### config.mk
export PLATFORM = sky130hd
export DESIGN_NAME = vhll_hash
export DESIGN_NICKNAME = d
export VERILOG_FILES = /design/src/sv/vhll_pkg.sv /design/src/sv/vhll_hash.sv
export SDC_FILE = /design/constraint.sdc
export NUM_CORES = 1
export LEC_CHECK = 0
export ABC_AREA = 1
export BUFFER_PORTS_ARGS = -buffer_cell sky130_fd_sc_hd__clkbuf_2
export CAP_MARGIN = 20
export CORE_MARGIN = 4
export CORE_UTILIZATION = 59
export CTS_CLUSTER_SIZE = 25
export DETAILED_ROUTE_END_ITERATION = 12
export GPL_TIMING_DRIVEN = 0
export PLACE_DENSITY_LB_ADDON = 0.05
export REMOVE_ABC_BUFFERS = 1
export SYNTH_ARGS = -nofsm -noshare
export SYNTH_HDL_FRONTEND = slang
export SYNTH_SLANG_ARGS = --single-unit
export TNS_END_PERCENT = 50
### constraint.sdc
create_clock -name clk -period 16.45 [get_ports clk]
set_clock_uncertainty 0.2 [all_clocks]
set_input_delay 3.29 -clock clk [delete_from_list [all_inputs] [get_ports clk]]
set_output_delay 3.29 -clock clk [all_outputs]
set_load 0.01 [all_outputs]
### src/sv/vhll_pkg.sv
// Shared types and constants for the virtual HLL spread sketch.
package vhll_pkg;

  localparam int unsigned PHYS_DEPTH_DEF = 4096;
  localparam int unsigned VIRT_COUNT_DEF = 16;

  localparam logic [5:0]  RANK_OF_ZERO = 6'd32;
  localparam logic [12:0] PHYS_COUNT_RST = 13'd4096;

  // MurmurHash3 x86_32 constants
  localparam logic [31:0] MM_C1   = 32'hcc9e2d51;
  localparam logic [31:0] MM_C2   = 32'h1b873593;
  localparam logic [31:0] MM_C3   = 32'h85ebca6b;
  localparam logic [31:0] MM_C4   = 32'hc2b2ae35;
  localparam logic [31:0] MM_MIX  = 32'he6546b64;
  localparam logic [31:0] MM_FIVE = 32'd5;
  localparam logic [31:0] MM_LEN  = 32'd4;

  typedef enum logic [1:0] {
    CMD_INSERT    = 2'd0,
    CMD_QUERY     = 2'd1,
    CMD_LOAD_SEED = 2'd2
  } cmd_t;

  typedef enum logic [0:0] {
    REG_ELEMENT_SEED = 1'b0,
    REG_PHYS_COUNT   = 1'b1
  } reg_idx_t;

  typedef struct packed {
    logic        start;
    logic [31:0] key;
    logic [31:0] seed;
  } hash_req_t;

  typedef struct packed {
    logic        done;
    logic [31:0] value;
  } hash_rsp_t;

endpackage

### src/sv/vhll_hash.sv
// Multi-cycle MurmurHash3 x86_32 of one word around a single shared multiplier.
module vhll_hash (
  input  logic            clk,
  input  logic            rst,
  input  vhll_pkg::hash_req_t req,
  output vhll_pkg::hash_rsp_t rsp
);
  import vhll_pkg::*;

  logic [31:0] key_r;
  logic [31:0] seed_r;
  logic [31:0] x;
  logic [2:0]  step;
  logic        busy;
  logic        done;
  logic [31:0] mul_a;
  logic [31:0] mul_b;
  logic [31:0] prod;
  logic [31:0] mix_in;

  assign mix_in = seed_r ^ x;

  // Pick multiplier operands for each round
  always_comb begin
    case (step)
      3'd0: begin
        mul_a = key_r;
        mul_b = MM_C1;
      end
      3'd1: begin
        mul_a = {x[16:0], x[31:17]};
        mul_b = MM_C2;
      end
      3'd2: begin
        mul_a = {mix_in[18:0], mix_in[31:19]};
        mul_b = MM_FIVE;
      end
      3'd3: begin
        mul_a = x ^ (x >> 16);
        mul_b = MM_C3;
      end
      default: begin
        mul_a = x ^ (x >> 13);
        mul_b = MM_C4;
      end
    endcase
  end

  assign prod = mul_a * mul_b;

  always_ff @(posedge clk) begin
    if (rst) begin
      busy <= 1'b0;
      done <= 1'b0;
      step <= '0;
    end else begin
      done <= 1'b0;
      if (req.start) begin
        busy <= 1'b1;
        step <= '0;
      end else if (busy) begin
        step <= step + 3'd1;
        if (step == 3'd4) begin
          busy <= 1'b0;
          done <= 1'b1;
        end
      end
    end
  end

  always_ff @(posedge clk) begin
    if (req.start) begin
      key_r  <= req.key;
      seed_r <= req.seed;
    end else if (busy) begin
      if (step == 3'd2) begin
        x <= (prod + MM_MIX) ^ MM_LEN;
      end else begin
        x <= prod;
      end
    end
  end

  assign rsp.done  = done;
  assign rsp.value = x ^ (x >> 16);

endmodule

======== After elaboration in Yosys (flattened, before gate mapping) ========
Index checks and enable logic that the tools add are counted.
storage, ports and cells
  output and inout port bits .............. 33
  flip-flop bits (word level) ............. 101
  word-level logic and storage cells ...... 30
operators by class
  eq/ne operators ......................... 4
  muxes and demuxes ....................... 7
  multiply operators ...................... 1
  bitwise gates (word level) .............. 6
  reductions and logical operators ........ 4
  add/sub/neg operators ................... 2
operators with widths
  kind                                                             count
  32-bit case mux with 4 select lines                              2
  32-bit adder, second input constant                              1
  32-bit by 32-bit multiplier with 32-bit output                   1
  32-bit 2-to-1 mux                                                1
  32-bit by 16-bit bitwise XOR with 32-bit output                  1
  32-bit by 19-bit bitwise XOR with 32-bit output                  1
  32-bit bitwise XOR                                               1
  3-bit by 2-bit == test with 1-bit output, second input constant  2
  1-bit 2-to-1 mux                                                 4
  3-bit by 1-bit adder with 3-bit output, second input constant    1
  3-bit by 1-bit == test with 1-bit output, second input constant  1
  3-bit == test, second input constant                             1
  3-bit logical NOT                                                1
  1-bit NOT                                                        3
  3-bit OR reduction                                               1
  2-bit AND reduction                                              1
  2-bit OR reduction                                               1

======== Longest topological paths before layout ========
  depth after elaboration ................. 6
  depth in mapped cells ................... 51
  depth with buffers taken out ............ 47

======== Worst setup path before layout ========
OpenSTA, ideal clock, no wires.
  path kind ............................... reg-to-reg
  from .................................... reg step[2]
  to ...................................... reg x[28] (data pin)
  clock period less this slack ............ 8.535 ns
  arrival time ............................ 8.066 ns
  library setup time ...................... 0.270 ns
  setup slack ............................. 7.915 ns
  stages on the path, launching flop included .. 40
  path through ............................ dfxtp_1 > inv_2 > buf_4 > ha_1 > buf_2 > inv_2 > nand2_1 > nor2_4 > buf_2 > nor2_1 > nand2_1 > nand2_1 > inv_1 > nand2_1 > fa_1 > inv_1 > fa_1 > fa_1 > (+4 left out) > inv_1 > fa_1 > inv_1 > fa_1 > fa_1 > ha_1 > a21oi_1 > o21ai_0 > a21oi_1 > nand2_1 > a21boi_0 > xor2_1 > nor2_1 > and2_1 > nand2_1 > o211ai_1 > nand2_1 > xor2_1
between the ends
  word-level cells in the longest chain between the ends .. 5
  elaborated cells between the ends (all ways) .. 9
  classes of those cells .................. add/sub (1); mul (1); eq/ne (3); mux (3); reduce/logical (1)
ends and longest elaborated chain
  element                                                                 line             RTL
  from (decl)                                                             vhll_hash.sv:13  logic [2:0] step;
  from (signal assigned)                                                  vhll_hash.sv:62  step <= step + 3'd1;
  3-bit by 2-bit == test with 1-bit output, or another cell as far along  vhll_hash.sv:25  case (step)
  32-bit case mux with 4 select lines                                     vhll_hash.sv:25
  32-bit by 32-bit multiplier with 32-bit output                          vhll_hash.sv:49  assign prod = mul_a * mul_b;
  32-bit adder                                                            vhll_hash.sv:77  x <= (prod + MM_MIX) ^ MM_LEN;
  32-bit 2-to-1 mux (*)                                                   vhll_hash.sv:76  if (step == 3'd2) begin
  to (signal assigned)                                                    vhll_hash.sv:77
  to (signal assigned)                                                    vhll_hash.sv:79  x <= prod;
  to (decl)                                                               vhll_hash.sv:12  logic [31:0] x;
Mark *: on every way between the ends. The rest lies on a longest branch, timed or not.
A chain may end at the register's enable or synchronous reset.

======== Worst setup path in the final report ========
  from .................................... reg step[1]
  to ...................................... reg x[31] (data pin)
Same word-level chain as after synthesis.

==> impl_metrics.toml <==
[worst_setup_path]
cp.required_ns = 16.35
r2r-start = "step[1]$_SDFFE_PP0P_"
crit_buf_inv = 4
cp_max_fo = 36
worstSetupPathType = "reg -> reg"
ff2ff_setup_slack_ns = 4.08
worst-endpoint-arrival_ns = 12.28
crit_top_cell = "fa_1"
crit_family = "adder cells"
cp-start-kind = "flop"
cp-startpoint = "step[1]$_SDFFE_PP0P_"
cpPeakStageDelay_ns = 0.87
critPathSlowestCell = "nor2_4"
endpoint_kind = "flop"

[cells_and_area]
area_growth_pct = 5.56
antenna_cells = 0
layout.nets = 3330
drive_gt1_frac = 0.0600

[yosys]
syn_inst = 2675
ys_types = 45
ys_dominant_reg_cell = "edfxtp_1"
synth_top_family_by_area = "adder cells"
synth_seq_area_share = 0.139
yosys.area.top_type = "fa_1"
synth.avg_cell_area_um2 = 8.03
synth_edf_count = 96
synth.most_common_cell = "inv_1"
synth.top_cells.by_count = "680 x inv_1, 564 x nand2_1, 389 x fa_1, 275 x nor2_1, 146 x ha_1"
synthesis.area_mm2 = 0.0215
synth-xor-area-share = 0.0359
synth-adder-area-share = 0.448
synthTopCellsByArea = "fa_1 36%, edfxtp_1 13%, inv_1 12%"
synthMuxAreaShare = 0
synth_compound_area_frac = 0.0407
synth-seq-cells = 101
ys_warn_count = 0
synthArstFlopShare = 0
synth-simple-area-share = 0.200
yosysTopAreaCellShare = 0.363

[floorplanning]
io-pin-count = 100
die_x_um = 199
die_h_um = 199
rows = 69
coreArea_mm2 = 0.0357
die_area_mm2 = 0.0395
start_util = 0.601

[run]
maxCapViolCount = 0

[clocking]
htreeDepth = 3
cts_setup_buffers = 0
ctsRootBufferMaster = "clkbuf_16"
worstSkewPairLatency_ns = 0.36
clock-sinks = 101
cts_buffers = 9
clock_path_buffers = 2
cts-resized-gates = 0
clkSlewWorstSetupHoldPaths_ns = 0.07
hold_buffers = 0
cts_tree = "done"

[timing]
slew_headroom = 0.290
worst_slew_pin_slew_ns = 1.06
setup_viol = 0
fin_tns_setup_ns = 0
fin_crit_ns = 12.37
hold_viol = 0
maxSlewViolCount = 0
fin_crit_sh = 0.752
max_freq_mhz = 80.8
rsz0062_at_grt = "no"

[route]
drtIter0Drc = 2111
vias = 18195
ant_nets = 0
vias_per_cell = 5.70
drc = 0
first_pass_iters = 6
routedWlPerCell_um = 22.9
postRouteWirelength_um = 73100

[min_path]
min_from = "busy$_SDFF_PP0_"
hp-class = "reg -> reg"

[global_route]
antenna_found_initial = 0
globalRouteTotalUtil = 0.380
grt_max_degree = 68
grt_pass1_vias = 18435
grt_pass1_wl_um = 110000
grt_overflow = 0

[placement]
portBuffers = 99
dp_hpwl_um = 62500
gp_congestion = 1.03

[outcome]
outcome = "finished clean"
-- metal layers --
layer / GRT usage / share of wire
met5: 0 / 0
met4: 0.202 / 0.068
met3: 0.0808 / 0.11
met2: 0.572 / 0.43
met1: 0.522 / 0.38
-- per-stage QoR --
stage          cells   util  instance area [um^2]  worst slack [ns]  hold slack [ns]
6_report        3193  0.634                 22700              4.08            0.314
5_1_grt         3193  0.634                 22700              3.94            0.348
4_1_cts         3193  0.634                 22700              4.39            0.312
3_5_place_dp    3178  0.626                 22400              4.50            0.304
3_3_place_gp    3169  0.621                 22200              3.87            0.288
2_1_floorplan   2609      -                 21100              7.15            0.272
-- cell usage in the layout, fill, tap and decap left out, drive strengths merged --
cell and n:
a211oi 2, a21boi 3, a21o 4, a21oi 66
a221oi 1, a22oi 1, a31oi 1, and2 15
and3 1, buf 9, bufinv 1, clkbuf 108
clkinv 3, clkinvlp 2, dfxtp 5, edfxtp 96
fa 389, ha 146, inv 688, nand2 576
nand2b 1, nand3 124, nand3b 8, nand4 22
nor2 281, nor3 7, nor3b 1, nor4 3
o211ai 5, o21a 4, o21ai 50, o21bai 15
o22ai 2, or2 4, xnor2 32, xor2 56
-- flip-flops by register name, indices dropped and copies added (netlist names) --
| signal | cells |
|---|---|
| done | 1 |
| busy | 1 |
| step | 3 |
| key_r | 32 |
| seed_r | 32 |
| x | 32 |
-- logic make-up (layout without fill, tap and decap cells) --
family	Yosys count	count (layout)
flops	101	101
simple gates	1043	1043
buf+inv	754	811
xor+xnor	88	88
compound gates	154	154
fa+ha+maj	535	535
-- layout make-up --
type | instances | area (um^2)
Tap cell | 461 | 577
Clock buffer | 9 | 225
Timing Repair Buffer | 108 | 648
Fill cell | 3233 | 13100
Multi-Input combinational cell | 1820 | 15600
Sequential cell | 101 | 2980
Clock inverter | 6 | 63.8
Inverter | 688 | 2580
-- final timing paths --
check | to | cells past startpoint
hold / removal | step[2]$_SDFFE_PP0P_ | 1
setup reg to reg | x[31]$_DFFE_PP_ | 33
setup / recovery | x[31]$_DFFE_PP_ | 33
hold reg to reg | step[2]$_SDFFE_PP0P_ | 1
-- worst register-to-register path, delay by kind of cell, from the launching register on --
kind            cells  cell delay (ns)
flops               1             0.38
simple gates       17             4.77
fa+ha+maj          10             5.15
compound gates      1             0.71
xor+xnor            1             0.63
buf+inv             4             0.32
Power is left out: the tool's default activity adds up to more than one toggle a clock period on the data nets, which glitch-free logic cannot reach.
