## src/sv/vhll_pkg.sv

```systemverilog
// Shared types and constants for the virtual HLL spread sketch.
package vhll_pkg;

  localparam int unsigned PHYS_DEPTH_DEF = 4096;
  localparam int unsigned VIRT_COUNT_DEF = 16;

  localparam logic [5:0]  RANK_OF_ZERO = 6'd32;
  localparam logic [12:0] PHYS_COUNT_RST = 13'd4096;

  // MurmurHash3 x86_32 constants
  localparam logic [31:0] MM_C1   = 32'hcc9e2d51;
  localparam logic [31:0] MM_C2   = 32'h1b873593;
  localparam logic [31:0] MM_C3   = 32'h85ebca6b;
  localparam logic [31:0] MM_C4   = 32'hc2b2ae35;
  localparam logic [31:0] MM_MIX  = 32'he6546b64;
  localparam logic [31:0] MM_FIVE = 32'd5;
  localparam logic [31:0] MM_LEN  = 32'd4;

  typedef enum logic [1:0] {
    CMD_INSERT    = 2'd0,
    CMD_QUERY     = 2'd1,
    CMD_LOAD_SEED = 2'd2
  } cmd_t;

  typedef enum logic [0:0] {
    REG_ELEMENT_SEED = 1'b0,
    REG_PHYS_COUNT   = 1'b1
  } reg_idx_t;

  typedef struct packed {
    logic        start;
    logic [31:0] key;
    logic [31:0] seed;
  } hash_req_t;

  typedef struct packed {
    logic        done;
    logic [31:0] value;
  } hash_rsp_t;

endpackage

```

## src/sv/vhll_mod.sv

```systemverilog
// Bit-serial restoring remainder of a 32-bit word by the physical count.
module vhll_mod #(
  parameter int unsigned DW = 13
) (
  input  logic          clk,
  input  logic          rst,
  input  logic          start,
  input  logic [31:0]   dividend,
  input  logic [DW-1:0] divisor,
  output logic          done,
  output logic [DW-1:0] remainder
);
  import vhll_pkg::*;

  logic [31:0]   dvd;
  logic [DW-1:0] div_r;
  logic [DW-1:0] rem;
  logic [4:0]    count;
  logic          busy;
  logic [DW:0]   trial;

  assign trial = {rem, dvd[31]};

  always_ff @(posedge clk) begin
    if (rst) begin
      busy  <= 1'b0;
      done  <= 1'b0;
      count <= '0;
    end else begin
      done <= 1'b0;
      if (start) begin
        busy  <= 1'b1;
        count <= '0;
      end else if (busy) begin
        count <= count + 5'd1;
        if (count == 5'd31) begin
          busy <= 1'b0;
          done <= 1'b1;
        end
      end
    end
  end

  // One quotient bit per cycle; keep the partial remainder below the divisor
  always_ff @(posedge clk) begin
    if (start) begin
      dvd   <= dividend;
      div_r <= divisor;
      rem   <= '0;
    end else if (busy) begin
      dvd <= {dvd[30:0], 1'b0};
      if (trial >= {1'b0, div_r}) begin
        rem <= DW'(trial - {1'b0, div_r});
      end else begin
        rem <= trial[DW-1:0];
      end
    end
  end

  assign remainder = rem;

endmodule

```

## config.mk

```make
export PLATFORM = sky130hd
export DESIGN_NAME = vhll_mod
export DESIGN_NICKNAME = d
export VERILOG_FILES = /design/src/sv/vhll_pkg.sv /design/src/sv/vhll_mod.sv
export SDC_FILE = /design/constraint.sdc
export NUM_CORES = 1
export LEC_CHECK = 0
export BUFFER_PORTS_ARGS = -buffer_cell sky130_fd_sc_hd__buf_4
export CAP_MARGIN = 5
export CELL_PAD_IN_SITES_DETAIL_PLACEMENT = 2
export CELL_PAD_IN_SITES_GLOBAL_PLACEMENT = 2
export CORE_MARGIN = 2
export CORE_UTILIZATION = 36
export DETAILED_ROUTE_END_ITERATION = 8
export GPL_TIMING_DRIVEN = 1
export PLACE_DENSITY = 0.83
export SLEW_MARGIN = 20
export SYNTH_ARGS = -nofsm -noshare
export SYNTH_HDL_FRONTEND = slang
export SYNTH_SLANG_ARGS = --single-unit
```

## constraint.sdc

```tcl
create_clock -name clk -period 5.5 [get_ports clk]
set_clock_uncertainty 0.2 [all_clocks]
set_input_delay 1.375 -clock clk [delete_from_list [all_inputs] [get_ports clk]]
set_output_delay 1.375 -clock clk [all_outputs]
set_load 0.005 [all_outputs]
```

**Word-level counts from Yosys, hierarchy flattened**

Index checks and enable logic that the tools add are counted.

- Register bits: 65
- Bits in latches: 0
- RAM bits: 0
- Memory bits (read-only): 0
- Input bits: 48
- Output and inout bits: 14
- Word-level logic and storage cells: 21
- Memories kept: 0

- $add $sub $neg: 2
- $mul: 0
- Div/mod/pow operators: 0
- Order comparisons: 1
- Equality and inequality tests: 1
- Shift-type cells: 0
- Mux-type cells: 7
- Bitwise operators: 1
- Reduce and logical (&&, ||, !) cells: 3

Operators by type and width:

| cell | count |
|---|---|
| $mux W32 | 2 |
| $ge A14 B13 Y1 | 1 |
| $mux W13 | 1 |
| $sub A13 B13 Y13 | 1 |
| $add A5 B1 Y5 const B | 1 |
| $eq A5 B5 Y1 const B | 1 |
| $mux W1 | 4 |
| $reduce_or A3 Y1 | 1 |
| $reduce_bool A2 Y1 | 1 |
| $reduce_or A2 Y1 | 1 |
| $not A1 Y1 | 1 |

**Longest topological paths before layout**

Gate-level depths: netlist of the first run.

- Word-level depth: 4
- Gate-level depth with buffers: 10
- Depth with buffers taken out: 9

**Worst setup path before layout of the first run**

Ideal clock, no wire load.

- Path type: input port to flip-flop
- From: input port start
- To: register dvd[0], enable pin
- Library setup time: 375 ps
- Arrival time: 2518 ps
- Required time: 4925 ps
- Path slack: 2408 ps
- Stages on the path: 3
- Buffers on the path: 2
- Cells stage by stage: clkbuf_1 > buf_1 > or2_2

- Longest elaborated chain between the ends: 1

Ends and longest elaborated chain:

| item | line | RTL |
|---|---|---|
| start: declaration | vhll_mod.sv:7 | `input logic start,` |
| $reduce_bool A2 Y1 (no source line) | - |  |
| end signal: assignment | vhll_mod.sv:47 | `dvd <= dividend;` |
| end signal: assignment | vhll_mod.sv:51 | `dvd <= {dvd[30:0], 1'b0};` |
| end: declaration | vhll_mod.sv:15 | `logic [31:0] dvd;` |

Every way passes these cells.
A chain may end at the register's enable or synchronous reset.

**Worst setup path after layout of the first run**

- From: input port start
- To: register dvd[12], enable pin

Same word-level chain as after synthesis.

==> flow_summary.json, run 1 <==
{
  "cp.arrival_ns": 2.72,
  "tightest_slew_ns": 0.744,
  "grt_pass1_wl_um": 14100,
  "start_util_pct": 36.6,
  "final_core_util_pct": 44.9,
  "vias_per_cell": 5.41,
  "crit_family": "simple AND/OR/NAND/NOR gates",
  "nets": 410,
  "boundaryPins": 62,
  "post-route-drc-count": 0,
  "hold_violations": 0,
  "synth_warnings": 0,
  "clockRootBuffer": "clkbuf_8",
  "gr-total-overflow": 0,
  "reg2reg_depth": 9,
  "core_um2": 9150,
  "slew_viol_final": 0,
  "track_usage_pct": 18.3,
  "use_met3_pct": 3.69,
  "final_antenna_net_count": 0,
  "routed_wirelength_um": 8710,
  "reg2reg_to": "remainder[3]",
  "vdd_drop_max_v": 0.000143,
  "hold_path_class": "reg2reg",
  "period_share_pct": 53.4,
  "firstDrtPassIters": 4,
  "worstSetupPathType": "in2reg",
  "wl_per_cell_um": 18.9,
  "grt_busiest_layer": "met2",
  "crit_buf_inv": 1,
  "dieArea_um2": 10100,
  "first_iter_violations": 128,
  "r2r_slack_ns": 2.60,
  "cts.clk_slew.worst_paths_ns": 0.07,
  "finalSetupViolations": 0,
  "power.total_uw": 1280,
  "synth_top_family_by_area": "compound AO/OA/AOI/OAI gates",
  "synthXorXnorAreaFrac_pct": 2.88,
  "gr-usage-met2_pct": 31.7,
  "die_w_um": 100,
  "synth_fa_ha_area_share_pct": 6.20,
  "fillerInstances": 929,
  "grt_max_degree": 61,
  "core.rowCount": 35,
  "die_height_um": 100,
  "gp_congestion": 0.825,
  "ctsResizeCount": 0,
  "rsz0062_at_grt": "no",
  "leakagePower_uw": 0.00168,
  "grtUsageMet1_pct": 22.3,
  "power.density_nw_per_um2": 312,
  "diodes": 0,
  "cts_made_buffers": 9,
  "cts_hold_buffers": 0,
  "setup_tns_ns": 0,
  "synth_ff_type": "edfxtp_1",
  "cts_tree": "done",
  "seq_area_frac_synth_pct": 52.3,
  "yosys.area.top_type": "edfxtp_1",
  "synthMuxAreaShare_pct": 11.3,
  "holdPathEnd": "remainder[4]",
  "synth_compound_area_share_pct": 12.2,
  "antenna_found_initial": 0,
  "drive_above_1_share_pct": 33.3,
  "synth_area_leaders": "edfxtp_1, dfxtp_1, mux2_2",
  "status": "finished clean",
  "async_flop_share_pct": 0,
  "max_freq_ghz": 0.340,
  "netlist_area_um2": 3350,
  "cts_buffer_depth": 2,
  "synth_top_area_share_pct": 40.4,
  "syn_avg_cell_area_um2": 11.7,
  "fin_crit_ns": 2.94,
  "dp_hpwl_um": 6230,
  "clk-insertion-delay-late_ns": 0.35,
  "slew_headroom_pct": 50.4,
  "ys_types": 57,
  "syn_inst": 287,
  "cpMaxStageDelayCell": "or2_2",
  "path_cells": "buf_4 -> or2_2",
  "h-tree-depth": 3,
  "clkSinkCount": 65,
  "crit_path_max_incr_delay_ns": 0.73,
  "numPortBuffers": 61,
  "max_cap_viol_count": 0,
  "syn_nets": 351,
  "hp-start": "remainder[3]",
  "worstPathMaxFanout": 60,
  "grt_pass1_vias": 2767,
  "via_count": 2499,
  "cts_setup_buffers": 0,
  "syn2layout_area_growth_pct": 22.8,
  "synth_simple_gate_area_share_pct": 11.1,
  "r2r_start": "dvd[31]",
  "end_kind": "flip-flop",
  "synth-edff-count": 45,
  "required_ns": 5.28,
  "yosys_register_bits": 65,
  "hold_path_depth": 2,
  "critPathLaunchType": "input pin"
}
[tightest hold or removal path, cell delays in order (launching register included)]
cell and delay [ns]:
dfxtp_1 0.34, nand2_1 0.07, a311oi_1 0.07
[cells in the final DEF (no fill, tap or decap), types with 2 or more instances in the layout]
cell type / n
buf_4: 62
edfxtp_1: 45
mux2_2: 31
nand2_1: 23
dfxtp_1: 20
inv_1: 19
nor2_1: 17
ha_1: 15
o21ai_0: 10
clkbuf_8: 9
a311oi_1: 8
nand2b_1: 6
xor2_1: 6
xnor2_1: 5
o21a_1: 4
a21oi_1: 4
nor2b_1: 3
nand4_1: 3
nor3b_1: 3
nor3_1: 3
mux2i_1: 3
nand3_1: 3
or2_2: 2
a211oi_1: 2
o211ai_1: 2
and2_1: 2
o22ai_1: 2
a41oi_1: 2
or3_1: 2
a21o_1: 2
a31oi_1: 2
o31ai_1: 2
clkinv_4: 2
bufinv_16: 2
[power breakdown]
part           total [uW]  switching, uW  internal [uW]
sequential            593           21.2            571
combinational         228            121            106
clock                 460            202            258
[registers in the layout (all words and copies together) (netlist names)]
signal and flops:
count 5, div_r 13, remainder 13, dvd 32
busy 1, done 1
[per-layer routing]
layer	routed length, um	part of all wire [%]
met1	3710	43
met2	4490	52
met3	331	3.8
met4	176	2.0
met5	0	0
[per-stage QoR]
stage	instances	hold WS [ns]	area (um^2)	worst slack, ns
2_1_floorplan	287	0.267	3350	2.41
3_3_place_gp	446	0.280	3890	2.21
3_5_place_dp	446	0.303	3890	2.14
4_1_cts	462	0.335	4110	2.52
5_1_grt	462	0.355	4110	2.42
6_report	462	0.329	4110	2.56
[final cells by class]
type / count / area, um^2 / share of cell area (%)
inverters: 19 / 71.3 / 1.74
clock buffers: 10 / 128 / 3.11
well taps: 111 / 139 / 3.38
clock inverters: 6 / 91.3 / 2.22
flip-flops and latches: 65 / 1750 / 42.6
repair buffers: 62 / 465 / 11.3
multi-input cells: 189 / 1460 / 35.6
[how the worst max path moves through the flow]
stage / startpoint / end / slack, ns / cells past startpoint
after floorplan: start / dvd[0] / 2.41 / 3
after global placement: start / dvd[16] / 2.21 / 2
after detailed placement: start / dvd[8] / 2.14 / 2
after CTS: start / dvd[4] / 2.52 / 2
after global routing: start / dvd[4] / 2.42 / 2
final: start / dvd[12] / 2.56 / 2
[cells in the mapped netlist (3+ instances only)]
cell type	instances
a21oi_1	4
a311oi_1	8
buf_2	3
clkbuf_1	7
dfxtp_1	20
edfxtp_1	45
ha_1	15
inv_1	19
mux2_2	31
mux2i_1	3
nand2_1	23
nand2b_1	6
nand3_1	3
nand4_1	3
nor2_1	17
nor2b_1	3
nor3_1	3
nor3b_1	3
o21a_1	4
o21ai_0	10
xnor2_1	5
xor2_1	6
[kinds of logic (layout without fill, tap and decap cells)]
kind of cell / after synthesis / count (layout)
AO/OA/AOI/OAI: 54 / 54
XOR/XNOR: 11 / 11
adder cells (fa/ha/maj): 16 / 16
buffers and inverters: 33 / 97
flip-flops: 65 / 65
multiplexers: 34 / 34
AND/OR/NAND/NOR: 74 / 74
(Power assumes the default switching activity.)
==> run 2, diff against run 1 <==
- CORE_UTILIZATION: 36 -> 33
- PLACE_DENSITY: 0.83 -> 0.8
- clock period: 5.5 -> 2.4 ns (I/O delays scaled with it)
==> run 2 against run 1 <==
Net effect:
- the run now ends with setup timing left
- clock-buffer cell count stayed put
- die area grew 8.7%
- register-to-register slack worse by 2.9 ns
- wire length grew 38%
- combinational power increased to 3.6 times the previous value
- sequential cell count did not move
- non-clock buffer count rose by 46
- core utilization is 3.1 points higher
- clock power up 100%
- global-route usage grew 1.8 points
- via count is 11% higher
- critical path type is now reg2reg
- largest cell class unchanged
==> flow_summary.json, run 2 (synthesized netlist as in run 1, its figures left out) <==
{
  "r2r_start": "div_r[0]",
  "hold_violations": 0,
  "final_core_util_pct": 48.0,
  "boundaryPins": 62,
  "final_antenna_net_count": 0,
  "cp.arrival_ns": 2.71,
  "max_freq_ghz": 0.376,
  "final_common_cell": "buf_4",
  "hp-start": "divisor[9]",
  "grt_pass1_vias": 3068,
  "rsz0062_at_grt": "yes",
  "via_count": 2780,
  "max_cap_viol_count": 0,
  "cts_made_buffers": 9,
  "clk-insertion-delay-late_ns": 0.35,
  "die_w_um": 105,
  "cts_hold_buffers": 0,
  "clkSinkCount": 65,
  "p_comb_share_pct": 26.6,
  "first_iter_violations": 118,
  "status": "complete, but fails checks",
  "core.rowCount": 36,
  "violations": "setup timing",
  "cts_tree": "done",
  "top_register": "dvd",
  "power.share.switching_pct": 30.1,
  "antenna_found_initial": 0,
  "cts_buffer_depth": 2,
  "slew_headroom_pct": 48.0,
  "core_um2": 9820,
  "wl_per_cell_um": 22.7,
  "critPathLaunchType": "flip-flop",
  "grt_pass1_wl_um": 17000,
  "fin_crit_ns": 2.66,
  "cpMaxStageDelayCell": "edfxtp_1",
  "crit_path_max_incr_delay_ns": 0.45,
  "grt_max_degree": 33,
  "final_cell_mix": "buf_4, edfxtp_1, mux2_2",
  "final_area_um2": 4710,
  "slew_viol_final": 0,
  "start_util_pct": 34.1,
  "end_kind": "flip-flop",
  "firstDrtPassIters": 4,
  "die_height_um": 105,
  "fin_cells": 530,
  "power.share.sequential_pct": 43.5,
  "setup_slack_ns": -0.262,
  "nets": 456,
  "drive_above_1_share_pct": 49.9,
  "period_share_pct": 111,
  "power.density_nw_per_um2": 662,
  "path_cells": "ha_4 -> fa_2 -> nor2b_4 -> o22ai_4 -> a31oi_4 -> a21oi_4 -> or3_1 -> a311oi_2",
  "largest_register_ffs": 32,
  "crit_start": "div_r[0]",
  "h-tree-depth": 3,
  "dieArea_um2": 11000,
  "gr-total-overflow": 0,
  "placed_area_um2": 4200,
  "track_usage_pct": 20.1,
  "required_ns": 2.44,
  "numPortBuffers": 61,
  "worstSetupPathType": "reg2reg",
  "vias_per_cell": 5.25,
  "post-route-drc-count": 0,
  "diodes": 0,
  "cts.clk_slew.worst_paths_ns": 0.09,
  "vdd_drop_max_v": 0.000417,
  "pwr-share-clk_pct": 29.9,
  "clockRootBuffer": "clkbuf_8",
  "finalSetupViolations": 12,
  "worstPathMaxFanout": 3,
  "intPower_uw": 2180,
  "dp_hpwl_um": 7280,
  "gp_congestion": 0.791,
  "syn2layout_area_growth_pct": 40.8,
  "hold_path_class": "in2reg",
  "routed_wirelength_um": 12000,
  "p_sw_uw": 939,
  "dp_cells": 505,
  "tightest_slew_ns": 0.780,
  "leakagePower_uw": 0.00194
}
-- run 2: final timing paths --
| check | endpoint | depth (start not counted) | slack [ns] |
|---|---|---|---|
| hold reg to reg | count[3] | 2 | 0.31 |
| hold / removal | div_r[9] | 1 | 0.22 |
| setup / recovery | remainder[3] | 8 | -0.26 |
| setup reg to reg | remainder[3] | 8 | -0.26 |
-- run 2: timing repair --
action                                  CTS  global route
pin swaps                                 9            12
hold endpoints to repair                  0             0
endpoints found under the setup margin   13            13
resized for setup                        17            39
setup buffers                             3             6
-- run 2: power groups by stage --
stage / Clock [uW] / Combinational, uW / Sequential, uW
2_1_floorplan: 0 / 338 / 1360
3_3_place_gp: 0 / 602 / 1370
3_5_place_dp: 0 / 639 / 1380
4_1_cts: 947 / 689 / 1350
5_1_grt: 993 / 883 / 1370
6_report: 934 / 830 / 1360
-- run 2: critical path: cells and delay by family, from the launching register on --
kind                     cells  cell delay, ns
flip-flops                   1            0.45
AO/OA/AOI/OAI                4            0.75
AND/OR/NAND/NOR              2            0.58
adder cells (fa/ha/maj)      2            0.59
-- run 2: cell type report --
type	count	area [um^2]
Fill cell	1023	5110
Sequential cell	65	1750
Multi-Input combinational cell	189	1710
Timing Repair Buffer	108	830
Tap cell	133	166
Clock buffer	10	128
Inverter	19	71.3
Clock inverter	6	58.8
-- run 2: metrics by stage --
step,TNS [ns],hold slack [ns],worst slack (ns),total power [uW]
2_1_floorplan,0,0.267,0.00986,1700
3_3_place_gp,-0.121,0.279,-0.0739,1970
3_5_place_dp,-2.38,0.303,-0.251,2020
4_1_cts,-0.154,0.212,-0.0508,2990
5_1_grt,-2.06,0.207,-0.276,3240
6_report,-1.44,0.222,-0.262,3120
-- run 2: layer usage --
metal  part of all wire, %  up-vias  global-route usage (%)
met4                   1.8        0                    6.48
met1                    42     1409                    23.4
met3                   3.7       20                    4.80
li1                      -     1272                       -
met2                    53       79                    36.2
met5                     0        -                       0
